## src/sv/es2c_pkg.sv

```systemverilog
// Shared types, constants and the month length table for the epoch-to-calendar block.
`default_nettype none
package es2c_pkg;

    localparam int SECONDS_BITS_DEF = 31;
    localparam int SECS_PER_DAY     = 86400;
    localparam int SECS_PER_HOUR    = 3600;
    localparam int SECS_PER_MIN     = 60;
    localparam int TOD_W            = 17;
    localparam int CNT_W            = 5;
    localparam logic [10:0] EPOCH_YEAR    = 11'd1970;
    localparam logic [1:0]  EPOCH_MOD4    = 2'd2;
    localparam logic [6:0]  EPOCH_MOD100  = 7'd70;
    localparam logic [8:0]  EPOCH_MOD400  = 9'd370;
    localparam logic [2:0]  EPOCH_WEEKDAY = 3'd4;
    localparam logic [3:0]  MONTH_JAN     = 4'd1;
    localparam logic [3:0]  MONTH_FEB     = 4'd2;
    localparam logic [3:0]  MONTH_DEC     = 4'd12;

    typedef enum logic [7:0] {
        S_IDLE  = 8'b0000_0001,
        S_DDIV  = 8'b0000_0010,
        S_WDIV  = 8'b0000_0100,
        S_YEAR  = 8'b0000_1000,
        S_MONTH = 8'b0001_0000,
        S_HDIV  = 8'b0010_0000,
        S_MDIV  = 8'b0100_0000,
        S_DONE  = 8'b1000_0000
    } t_state;

    typedef struct packed {
        logic [10:0] year;
        logic [3:0]  month;
        logic [4:0]  day_of_month;
        logic [4:0]  hour;
        logic [5:0]  minute;
        logic [5:0]  second;
        logic [2:0]  weekday;
        logic [8:0]  day_of_year;
    } t_cal;

    typedef struct packed {
        logic idle;
        logic done;
    } t_core_stat;

    function automatic logic [4:0] month_days(input logic [3:0] month, input logic leap);
        logic [4:0] len;
        case (month)
            MONTH_FEB: len = leap ? 5'd29 : 5'd28;
            4'd4:      len = 5'd30;
            4'd6:      len = 5'd30;
            4'd9:      len = 5'd30;
            4'd11:     len = 5'd30;
            default:   len = 5'd31;
        endcase
        return len;
    endfunction

endpackage
`default_nettype wire

```

## src/sv/es2c_sub.sv

```systemverilog
// Shared compare-and-subtract unit used by every step of the converter.
`default_nettype none
module es2c_sub #(
    parameter int W = 31
) (
    input  wire logic [W-1:0] i_a,
    input  wire logic [W-1:0] i_b,
    output logic      [W-1:0] o_diff,
    output logic              o_borrow
);

    logic [W:0] full;

    // A borrow out of the top bit means i_a is less than i_b.
    assign full     = {1'b0, i_a} - {1'b0, i_b};
    assign o_diff   = full[W-1:0];
    assign o_borrow = full[W];

endmodule
`default_nettype wire

```

## src/sv/es2c_core.sv

```systemverilog
// Sequencer and working registers that drive the shared subtract unit.
`default_nettype none
module es2c_core
    import es2c_pkg::*;
#(
    parameter int SECONDS_BITS = SECONDS_BITS_DEF
) (
    input  wire logic                    i_clk,
    input  wire logic                    i_rst_n,
    input  wire logic                    i_start,
    input  wire logic [SECONDS_BITS-1:0] i_secs,
    input  wire logic                    i_take,
    output t_core_stat                   o_stat,
    output t_cal                         o_res
);

    localparam int W      = SECONDS_BITS;
    localparam int DAYS_W = SECONDS_BITS - 16;

    t_state             r_state, n_state;
    logic [W-1:0]       r_rem, n_rem;
    logic [W-1:0]       r_dvs, n_dvs;
    logic [W-1:0]       r_quo, n_quo;
    logic [CNT_W-1:0]   r_cnt, n_cnt;
    logic [DAYS_W-1:0]  r_days, n_days;
    logic [TOD_W-1:0]   r_tod, n_tod;
    logic [1:0]         r_m4, n_m4;
    logic [6:0]         r_m100, n_m100;
    logic [8:0]         r_m400, n_m400;
    t_cal               r_res, n_res;

    logic [W-1:0] sub_b;
    logic [W-1:0] sub_diff;
    logic         sub_borrow;
    logic [W-1:0] rem_step;
    logic [W-1:0] quo_step;
    logic         leap;
    logic [2:0]   r7;

    es2c_sub #(.W(W)) u_sub (
        .i_a      (r_rem),
        .i_b      (sub_b),
        .o_diff   (sub_diff),
        .o_borrow (sub_borrow)
    );

    assign leap     = (r_m400 == 9'd0) || ((r_m100 != 7'd0) && (r_m4 == 2'd0));
    assign rem_step = sub_borrow ? r_rem : sub_diff;
    assign quo_step = {r_quo[W-2:0], ~sub_borrow};
    assign r7       = rem_step[2:0];

    always_comb begin
        case (r_state)
            S_YEAR:  sub_b = leap ? W'(366) : W'(365);
            S_MONTH: sub_b = W'(month_days(r_res.month, leap));
            default: sub_b = r_dvs;
        endcase
    end

    always_comb begin
        n_state = r_state;
        n_rem   = r_rem;
        n_dvs   = r_dvs;
        n_quo   = r_quo;
        n_cnt   = r_cnt;
        n_days  = r_days;
        n_tod   = r_tod;
        n_m4    = r_m4;
        n_m100  = r_m100;
        n_m400  = r_m400;
        n_res   = r_res;
        case (r_state)
            S_IDLE: begin
                if (i_start) begin
                    n_rem   = i_secs;
                    n_dvs   = W'(SECS_PER_DAY) << (DAYS_W - 1);
                    n_cnt   = CNT_W'(DAYS_W - 1);
                    n_quo   = '0;
                    n_state = S_DDIV;
                end
            end
            S_DDIV: begin
                n_rem = rem_step;
                n_quo = quo_step;
                n_dvs = r_dvs >> 1;
                n_cnt = r_cnt - CNT_W'(1);
                if (r_cnt == '0) begin
                    n_days  = quo_step[DAYS_W-1:0];
                    n_tod   = rem_step[TOD_W-1:0];
                    n_rem   = W'(quo_step[DAYS_W-1:0]);
                    n_dvs   = W'(7) << (DAYS_W - 3);
                    n_cnt   = CNT_W'(DAYS_W - 3);
                    n_state = S_WDIV;
                end
            end
            S_WDIV: begin
                n_rem = rem_step;
                n_quo = quo_step;
                n_dvs = r_dvs >> 1;
                n_cnt = r_cnt - CNT_W'(1);
                if (r_cnt == '0) begin
                    // The epoch fell on a Thursday, so shift the remainder by four.
                    n_res.weekday = (r7 >= 3'd3) ? (r7 - 3'd3) : (r7 + EPOCH_WEEKDAY);
                    n_rem         = W'(r_days);
                    n_res.year    = EPOCH_YEAR;
                    n_m4          = EPOCH_MOD4;
                    n_m100        = EPOCH_MOD100;
                    n_m400        = EPOCH_MOD400;
                    n_state       = S_YEAR;
                end
            end
            S_YEAR: begin
                if (sub_borrow) begin
                    n_res.day_of_year = r_rem[8:0];
                    n_res.month       = MONTH_JAN;
                    n_state           = S_MONTH;
                end else begin
                    n_rem      = sub_diff;
                    n_res.year = r_res.year + 11'd1;
                    n_m4       = r_m4 + 2'd1;
                    n_m100     = (r_m100 == 7'd99) ? 7'd0 : r_m100 + 7'd1;
                    n_m400     = (r_m400 == 9'd399) ? 9'd0 : r_m400 + 9'd1;
                end
            end
            S_MONTH: begin
                if (sub_borrow || (r_res.month == MONTH_DEC)) begin
                    n_res.day_of_month = r_rem[4:0] + 5'd1;
                    n_rem              = W'(r_tod);
                    n_dvs              = W'(SECS_PER_HOUR) << 4;
                    n_cnt              = CNT_W'(4);
                    n_state            = S_HDIV;
                end else begin
                    n_rem       = sub_diff;
                    n_res.month = r_res.month + 4'd1;
                end
            end
            S_HDIV: begin
                n_rem = rem_step;
                n_quo = quo_step;
                n_dvs = r_dvs >> 1;
                n_cnt = r_cnt - CNT_W'(1);
                if (r_cnt == '0) begin
                    n_res.hour = quo_step[4:0];
                    n_dvs      = W'(SECS_PER_MIN) << 5;
                    n_cnt      = CNT_W'(5);
                    n_state    = S_MDIV;
                end
            end
            S_MDIV: begin
                n_rem = rem_step;
                n_quo = quo_step;
                n_dvs = r_dvs >> 1;
                n_cnt = r_cnt - CNT_W'(1);
                if (r_cnt == '0) begin
                    n_res.minute = quo_step[5:0];
                    n_res.second = rem_step[5:0];
                    n_state      = S_DONE;
                end
            end
            S_DONE: begin
                if (i_take) begin
                    n_state = S_IDLE;
                end
            end
            default: begin
                n_state = S_IDLE;
            end
        endcase
    end

    always_ff @(posedge i_clk) begin
        if (!i_rst_n) begin
            r_state <= S_IDLE;
        end else begin
            r_state <= n_state;
        end
    end

    always_ff @(posedge i_clk) begin
        r_rem  <= n_rem;
        r_dvs  <= n_dvs;
        r_quo  <= n_quo;
        r_cnt  <= n_cnt;
        r_days <= n_days;
        r_tod  <= n_tod;
        r_m4   <= n_m4;
        r_m100 <= n_m100;
        r_m400 <= n_m400;
        r_res  <= n_res;
    end

    assign o_stat.idle = (r_state == S_IDLE);
    assign o_stat.done = (r_state == S_DONE);
    assign o_res       = r_res;

endmodule
`default_nettype wire

```

## src/sv/epoch_seconds_to_calendar_top.sv

```systemverilog
// Top level of the epoch seconds to calendar converter with its output register.
//
//   Channel | Direction | Handshake                  | Word
//   --------+-----------+----------------------------+-----------------------------
//   in      | input     | i_in_valid / o_in_ready    | i_epoch_seconds
//   out     | output    | o_out_valid / i_out_ready  | o_year .. o_day_of_year
//
// A word shows at the output once the sequencer has run all its steps, and the input is
// ready again in that same cycle. One shared subtractor runs four restoring divisions
// and the year and month count-down loops, one step per cycle.
// Reset is synchronous and active low; it idles the sequencer and empties the output.
// The input waits while the sequencer is busy or holds a word that a stalled reader blocks.
`default_nettype none
module epoch_seconds_to_calendar_top
    import es2c_pkg::*;
#(
    parameter int SECONDS_BITS = SECONDS_BITS_DEF
) (
    input  wire logic                    i_clk,
    input  wire logic                    i_rst_n,
    input  wire logic                    i_in_valid,
    output logic                         o_in_ready,
    input  wire logic [SECONDS_BITS-1:0] i_epoch_seconds,
    output logic                         o_out_valid,
    input  wire logic                    i_out_ready,
    output logic [10:0]                  o_year,
    output logic [3:0]                   o_month,
    output logic [4:0]                   o_day_of_month,
    output logic [4:0]                   o_hour,
    output logic [5:0]                   o_minute,
    output logic [5:0]                   o_second,
    output logic [2:0]                   o_weekday,
    output logic [8:0]                   o_day_of_year
);

    t_core_stat core_stat;
    t_cal       core_res;
    logic       start;
    logic       load;
    logic       r_out_valid, n_out_valid;
    t_cal       r_out, n_out;

    // The sequencer starts as soon as a word is accepted.
    assign start = i_in_valid && o_in_ready;

    // A finished result moves out when the output register is free this cycle.
    assign load = core_stat.done && (!r_out_valid || i_out_ready);

    es2c_core #(.SECONDS_BITS(SECONDS_BITS)) u_core (
        .i_clk   (i_clk),
        .i_rst_n (i_rst_n),
        .i_start (start),
        .i_secs  (i_epoch_seconds),
        .i_take  (load),
        .o_stat  (core_stat),
        .o_res   (core_res)
    );

    always_comb begin
        n_out_valid = r_out_valid;
        n_out       = r_out;
        if (load) begin
            n_out_valid = 1'b1;
            n_out       = core_res;
        end else if (i_out_ready) begin
            n_out_valid = 1'b0;
        end
    end

    always_ff @(posedge i_clk) begin
        if (!i_rst_n) begin
            r_out_valid <= 1'b0;
        end else begin
            r_out_valid <= n_out_valid;
        end
    end

    always_ff @(posedge i_clk) begin
        r_out <= n_out;
    end

    assign o_in_ready     = core_stat.idle;
    assign o_out_valid    = r_out_valid;
    assign o_year         = r_out.year;
    assign o_month        = r_out.month;
    assign o_day_of_month = r_out.day_of_month;
    assign o_hour         = r_out.hour;
    assign o_minute       = r_out.minute;
    assign o_second       = r_out.second;
    assign o_weekday      = r_out.weekday;
    assign o_day_of_year  = r_out.day_of_year;

endmodule
`default_nettype wire

```

## config.mk

```make
export PLATFORM = sky130hd
export DESIGN_NAME = epoch_seconds_to_calendar_top
export DESIGN_NICKNAME = d
export VERILOG_FILES = /design/src/sv/es2c_pkg.sv /design/src/sv/es2c_sub.sv /design/src/sv/es2c_core.sv /design/src/sv/epoch_seconds_to_calendar_top.sv
export SDC_FILE = /design/constraint.sdc
export NUM_CORES = 1
export LEC_CHECK = 0
export BUFFER_PORTS_ARGS = -buffer_cell sky130_fd_sc_hd__buf_2
export CAP_MARGIN = 20
export CORE_MARGIN = 1.5
export CORE_UTILIZATION = 54
export DETAILED_ROUTE_END_ITERATION = 10
export PLACE_DENSITY = 0.72
export SYNTH_ARGS = -nofsm -noshare
export SYNTH_HDL_FRONTEND = slang
export SYNTH_HIERARCHICAL = 1
export SYNTH_SLANG_ARGS = --single-unit
export TNS_END_PERCENT = 1
```

## constraint.sdc

```tcl
create_clock -name i_clk -period 8.6 [get_ports i_clk]
set_clock_uncertainty 0.1 [all_clocks]
set_input_delay 0.43 -clock i_clk [delete_from_list [all_inputs] [get_ports i_clk]]
set_output_delay 0.43 -clock i_clk [all_outputs]
set_load 0.02 [all_outputs]
```

### Yosys cells after proc, flatten, opt, wreduce, memory -nomap -nowiden

Index checks and enable logic that the tools add are counted.
Widths: inputs -> output; s select.

* output and inout bits: 51
* input bits: 35
* register bits: 238
* logic and storage cells: 149

* bitwise gates (word level): 1
* reductions and logical operators: 33
* order comparisons: 1
* muxes and demuxes: 51
* eq/ne operators: 26
* $add $sub $neg: 10

Operators by type and width (number)
* $pmux 31 s5: 2
* $mux 31: 7
* $mux 8: 8
* $pmux 8 s8: 1
* $pmux 31 s2: 1
* $mux 30: 2
* $sub 31x31->32: 1
* $pmux 14 s2: 1
* $mux 9: 3
* $pmux 5 s5: 1
* $mux 11: 2
* $pmux 11 s2: 1
* $mux 7: 3
* $mux 5: 4
* $pmux 9 s2: 1
* $reduce_and 2->1: 8
* $mux 14: 1
* $ne 2x1->1 const B: 7
* $pmux 7 s2: 1
* $eq 4x4->1 const B: 3
* $add 11x1->11 const B: 1
* $pmux 5 s2: 1
* $reduce_bool 5->1: 2
* $add 9x1->9 const B: 1
* other kinds (41): 59

### Logic depth before layout (Yosys ltp)

* word-level depth: 10
* gate-level depth with buffers: 24

### Modules after synthesis

Netlist, hierarchy kept.

By module, submodules not included
* es2c_core: area each 8956.1 um^2, cells each 757, instances 1
* es2c_sub: area each 1944.4 um^2, cells each 289, instances 1
* epoch_seconds_to_calendar_top: area each 1525.2 um^2, cells each 54, instances 1

### Worst setup path after synthesis

OpenSTA, ideal clock, no wires.

* kind: register -> register
* start: register u_core.r_state[5]
* end: register u_core.r_cnt[0], enable pin
* arrival time: 5.836 ns
* cell stages (with the launch flop): 21
* path buffers: 4
* setup slack: 2.223 ns
* data required time: 8.059 ns
* period minus slack after synthesis: 6.377 ns
* cell sequence: dfxtp_1 -> buf_6 -> or4_4 -> or4_1 -> buf_4 -> buf_2 -> buf_2 -> nand2_1 -> inv_1 -> ha_1 -> a21o_1 -> a211oi_1 -> o22ai_1 -> o211ai_2 -> a21oi_1 -> nor2_1 -> o31a_1 -> a31oi_1 -> nand3_1 -> o21ai_0 -> a21oi_1

* cells in the longest elaborated chain, start to end: 6

RTL lines
* from (decl): RTL line es2c_core.sv:20 `t_state r_state, n_state;`
* from (signal assigned): RTL line es2c_core.sv:175 `r_state <= n_state;`
* $eq 8x5->1 or $eq 8x4->1 (tied branches): RTL line es2c_core.sv:53 `case (r_state)`
* $pmux 31 s2 (*): RTL line es2c_core.sv:53
* net u_core.sub_b[8]: RTL line es2c_core.sv:32 `logic [W-1:0] sub_b;`
* $sub 31x31->32 (*): RTL line es2c_sub.sv:15 `assign full = {1'b0, i_a} - {1'b0, i_b};`
* net u_core.sub_borrow: RTL line es2c_core.sv:34 `logic sub_borrow;`
* $logic_or 1x1->1 (*): RTL line es2c_core.sv:126 `if (sub_borrow || (r_res.month == MONTH_DEC)) begin`
* $ne 2x1->1 (no line) (*)
* $reduce_and 3->1 (no line) (*)
* to (signal assigned): RTL line es2c_core.sv:183 `r_cnt <= n_cnt;`
* to (decl): RTL line es2c_core.sv:24 `logic [CNT_W-1:0] r_cnt, n_cnt;`

The timed path passes the listed nets; every way through them passes the cells marked *.
A chain may end at the register's enable or synchronous reset.

### Worst setup path in the final report

* start: register u_core.r_state[7]
* end: register u_core.r_res (netlist bit u_core/o_res[10]), data pin

* cells in the longest elaborated chain, start to end: 6

RTL lines
* $eq 8x5->1 or $eq 8x4->1 (tied branches): RTL line es2c_core.sv:53
* $pmux 31 s2 (*): RTL line es2c_core.sv:53
* net u_core.sub_b[18]: RTL line es2c_core.sv:32
* $sub 31x31->32 (*): RTL line es2c_sub.sv:15
* net u_core.sub_borrow: RTL line es2c_core.sv:34
* $mux 31 (*): RTL line es2c_core.sv:48 `assign rem_step = sub_borrow ? r_rem : sub_diff;`
* net u_core.rem_step[0]: RTL line es2c_core.sv:35 `logic [W-1:0] rem_step;`
* $add 3x3->3 (tied with other cells): RTL line es2c_core.sv:103 `n_res.weekday = (r7 >= 3'd3) ? (r7 - 3'd3) : (r7 + EPOCH_WEEKDAY);`
* $mux 3 (*): RTL line es2c_core.sv:103
* to (signal assigned): RTL line es2c_core.sv:189 `r_res <= n_res;`
* to (decl): RTL line es2c_core.sv:30 `t_cal r_res, n_res;`

Marks and branches as above.

==> run_results.csv <==
group,metric,value,unit
synth,synthTopCellsByArea,"edfxtp_1, ha_1, nand2_1, a21oi_1, nand3_1",
hold_path,hold_depth,2,
setup_path,arrival,6.38,ns
floorplan,die_w,155,µm
sta,max_slew_margin,0.448,
floorplan,start_util,0.549,
sta,rsz0062_at_grt,"false",
sta,final.setup.tns,0,ns
place,gp_congestion,0.907,
global_route,grt_overflow,0,
pwr,ir_drop,0.263,mV
route,wl_per_cell,18.3,µm
sta,worstMarginPinSlew,0.826,ns
setup_path,r2r-start,"u_core/r_state[7]",
clocking,clock_sinks,238,
route,wl_met3,1.57,mm
synth,syn_nets,1182,
route,first_iter_violations,680,
setup_path,r2r_slack,2.40,ns
clocking,path_clk_slew,0.06,ns
clocking,cts_tree,"done",
route,drt_first_pass_iters,5,
synth,yosys.area.top_type_share,0.553,
cells_and_area,final_net_count,1257,
route,totalWireLength,27.1,mm
clocking,cts_setup_buffers,0,
clocking,cts_resized,0,
route,vias_per_cell,5.92,
synth,yosys-top-cells-count,"edfxtp_1, nand2_1, a21oi_1",
sta,post-route-period-util,0.721,
pwr,p_per_area,366,nW/µm²
clocking,htree_levels,1,
synth,synth_edf_count,229,
setup_path,r2r-end,"u_core/o_res[10]",
sta,slew_violations,0,
setup_path,rr_worst_depth,19,
route,detail-route-antenna-nets,0,
synth,synth_cell_types,80,
cells_and_area,drive_gt1_frac,0.160,
clocking,cts_buffers,26,
synth,synth_seq_cells,238,
clocking,cts_root_buffer,"clkbuf_16",
synth,yosysMostFrequentCell,"edfxtp_1",
setup_path,cp-start-kind,"register",
sta,finalWorstSetupSlack,2.40,ns
clocking,ctsHoldBuffers,0,
pwr,leakagePower,5.36,nW
setup_path,cp_max_fo,37,
global_route,grt_pass1_wl,43.2,mm
synth,postSynth.asyncResetShare,0,
setup_path,worst-setup-path-type,"register to register",
synth,netlist_area,12400,µm²
global_route,grt_pass1_vias,8148,
place,hpwlAfterDp,18.3,mm
cells_and_area,antenna_cells,0,
sta,setup_viol,0,
global_route,grt_antenna_before_repair,0,
route,top_layer_used,"met4",
route,vias,8765,
synth,synth_cells,1100,
floorplan,row_count,55,
route,m1WireLength,12.3,mm
sta,hold_viol_final,0,
sta,fmax,161,MHz
floorplan,num_io_pins,86,
route,drc,0,
synth,seq_area_frac_synth,0.568,
outcome,status,"complete, no violations",
flow_run,drv_cap,0,
setup_path,end_kind,"register",
place,port_buffers,85,
place,place_worst_setup_slack,2.52,ns
route,met2RoutedLength,12.6,mm
hold_path,min_from,"i_rst_n",
floorplan,coreArea,22600,µm²
synth,synth_ff_type,"edfxtp_1",
synth,postSynthAreaPerCell,11.3,µm²
global_route,grt_use_total,0.226,
hold_path,whs_endpoint,"u_core/r_state[0]",
sta,post-route-min-period,6.20,ns
hold_path,hold_class,"input port to register",
cells_and_area,area_growth_syn_to_layout,12.4,%
synth,synth-warning-count,6,
global_route,grt_max_degree,52,
synth,synth_area_leader_cell,"edfxtp_1",
pwr,finalPower,0.00511,W
clocking,clock_path_buffers,3,
floorplan,dieArea,23900,µm²
setup_path,critPathRequiredTime,8.78,ns
clocking,clock_latency,0.53,ns
floorplan,die_h,155,µm
cells_and_area,fin_util,0.617,
where the power goes:
part	total (W)	internal [W]	switching, W
combinational	0.00225	0.000872	0.00137
sequential	0.00175	0.00161	0.000149
clock	0.00111	0.000649	0.000463
stage by stage:
step                std cells  hold WS (ns)  cell area [µm²]
floorplan                1100         0.300            12400
global placement         1430         0.301            13100
detailed placement       1431         0.305            13100
CTS                      1479        0.0402            13900
global route             1480        0.0574            14000
finish                   1480        0.0710            14000
layer usage:
metal | vias up | GRT usage
met3 | 46 | 0.0319
met5 | - | 0
met2 | 311 | 0.369
li1 | 4206 | -
met1 | 4202 | 0.320
met4 | 0 | 0.0595
worst max path at each step:
stage                       from               end  slack (ns)  cells past startpoint
6_report       u_core/r_state[7]  u_core/o_res[10]        2.40                     19
5_1_grt        u_core/r_state[6]  u_core/o_res[10]        2.15                     19
4_1_cts        u_core/r_state[7]  u_core/r_dvs[19]        2.49                     17
3_5_place_dp   u_core/r_state[7]  u_core/o_res[10]        2.52                     19
3_3_place_gp   u_core/r_state[7]  u_core/o_res[10]        2.66                     19
2_1_floorplan  u_core/r_state[5]   u_core/r_cnt[0]        2.22                     20
worst max-delay path, stage by stage (launching register included):
cell and delay (ns):
dfxtp_1 0.42, or4_4 0.60, or4_1 0.68, buf_4 0.32
and3_1 0.23, inv_1 0.06, ha_1 0.31, a21oi_1 0.22
o21ai_0 0.14, nand3_1 0.11, nand3_1 0.09, a311o_1 0.36
nor2_1 0.20, o31a_1 0.28, buf_4 0.49, mux2_2 0.46
ha_1 0.25, inv_1 0.06, ha_1 0.18, mux2_2 0.34
cell usage in the layout (no fill, tap or decap), drive strengths merged, types with 5 or more instances in the layout:
cell | Yosys | layout
edfxtp | 229 | 229
nand2 | 120 | 120
buf | 22 | 100
a21oi | 80 | 80
nand3 | 72 | 72
inv | 62 | 63
nor2 | 50 | 50
ha | 46 | 46
and2 | 36 | 36
and3 | 32 | 32
xnor2 | 32 | 32
clkbuf | 31 | 28
nor3 | 27 | 27
a21o | 26 | 26
o21ai | 24 | 24
xor2 | 21 | 21
a31oi | 21 | 21
mux2 | 19 | 19
a22oi | 15 | 15
clkinv | 0 | 13
nand4 | 10 | 10
nor2b | 10 | 10
dfxtp | 9 | 9
nand2b | 9 | 9
o211ai | 9 | 9
o21a | 7 | 7
nor4 | 7 | 7
or3 | 6 | 6
or4 | 6 | 6
a21boi | 6 | 6
o31ai | 5 | 5
cell type report:
type | count | area (µm²)
well taps | 285 | 357
repair buffers | 100 | 551
multi-input cells | 747 | 4910
inverters | 62 | 233
clock inverters | 20 | 204
clock buffers | 28 | 658
flip-flops and latches | 238 | 7060
fillers | 1787 | 8670
cell families after synthesis:
| group | count (synthesis) | synth area share |
|---|---|---|
| AND/OR/NAND/NOR | 394 | 0.162 |
| flip-flops | 238 | 0.568 |
| multiplexers | 21 | 0.0188 |
| buffers and inverters | 115 | 0.0405 |
| AO/OA/AOI/OAI | 232 | 0.126 |
| XOR/XNOR | 53 | 0.0374 |
| adder cells (fa/ha/maj) | 47 | 0.0479 |
sequential cells by signal, indices dropped and copies added (netlist names), 4 cells and up:
register / flops
u_core/o_res: 49
u_core/r_dvs: 31
u_core/r_rem: 31
u_core/r_tod: 17
u_core/r_days: 15
u_core/r_quo: 14
o_year: 11
o_day_of_year: 9
u_core/r_m400: 9
u_core/r_state: 8
u_core/r_m100: 7
o_minute: 6
o_second: 6
o_day_of_month: 5
o_hour: 5
u_core/r_cnt: 5
o_month: 4
Note: power is estimated with default switching activity, not from simulation.
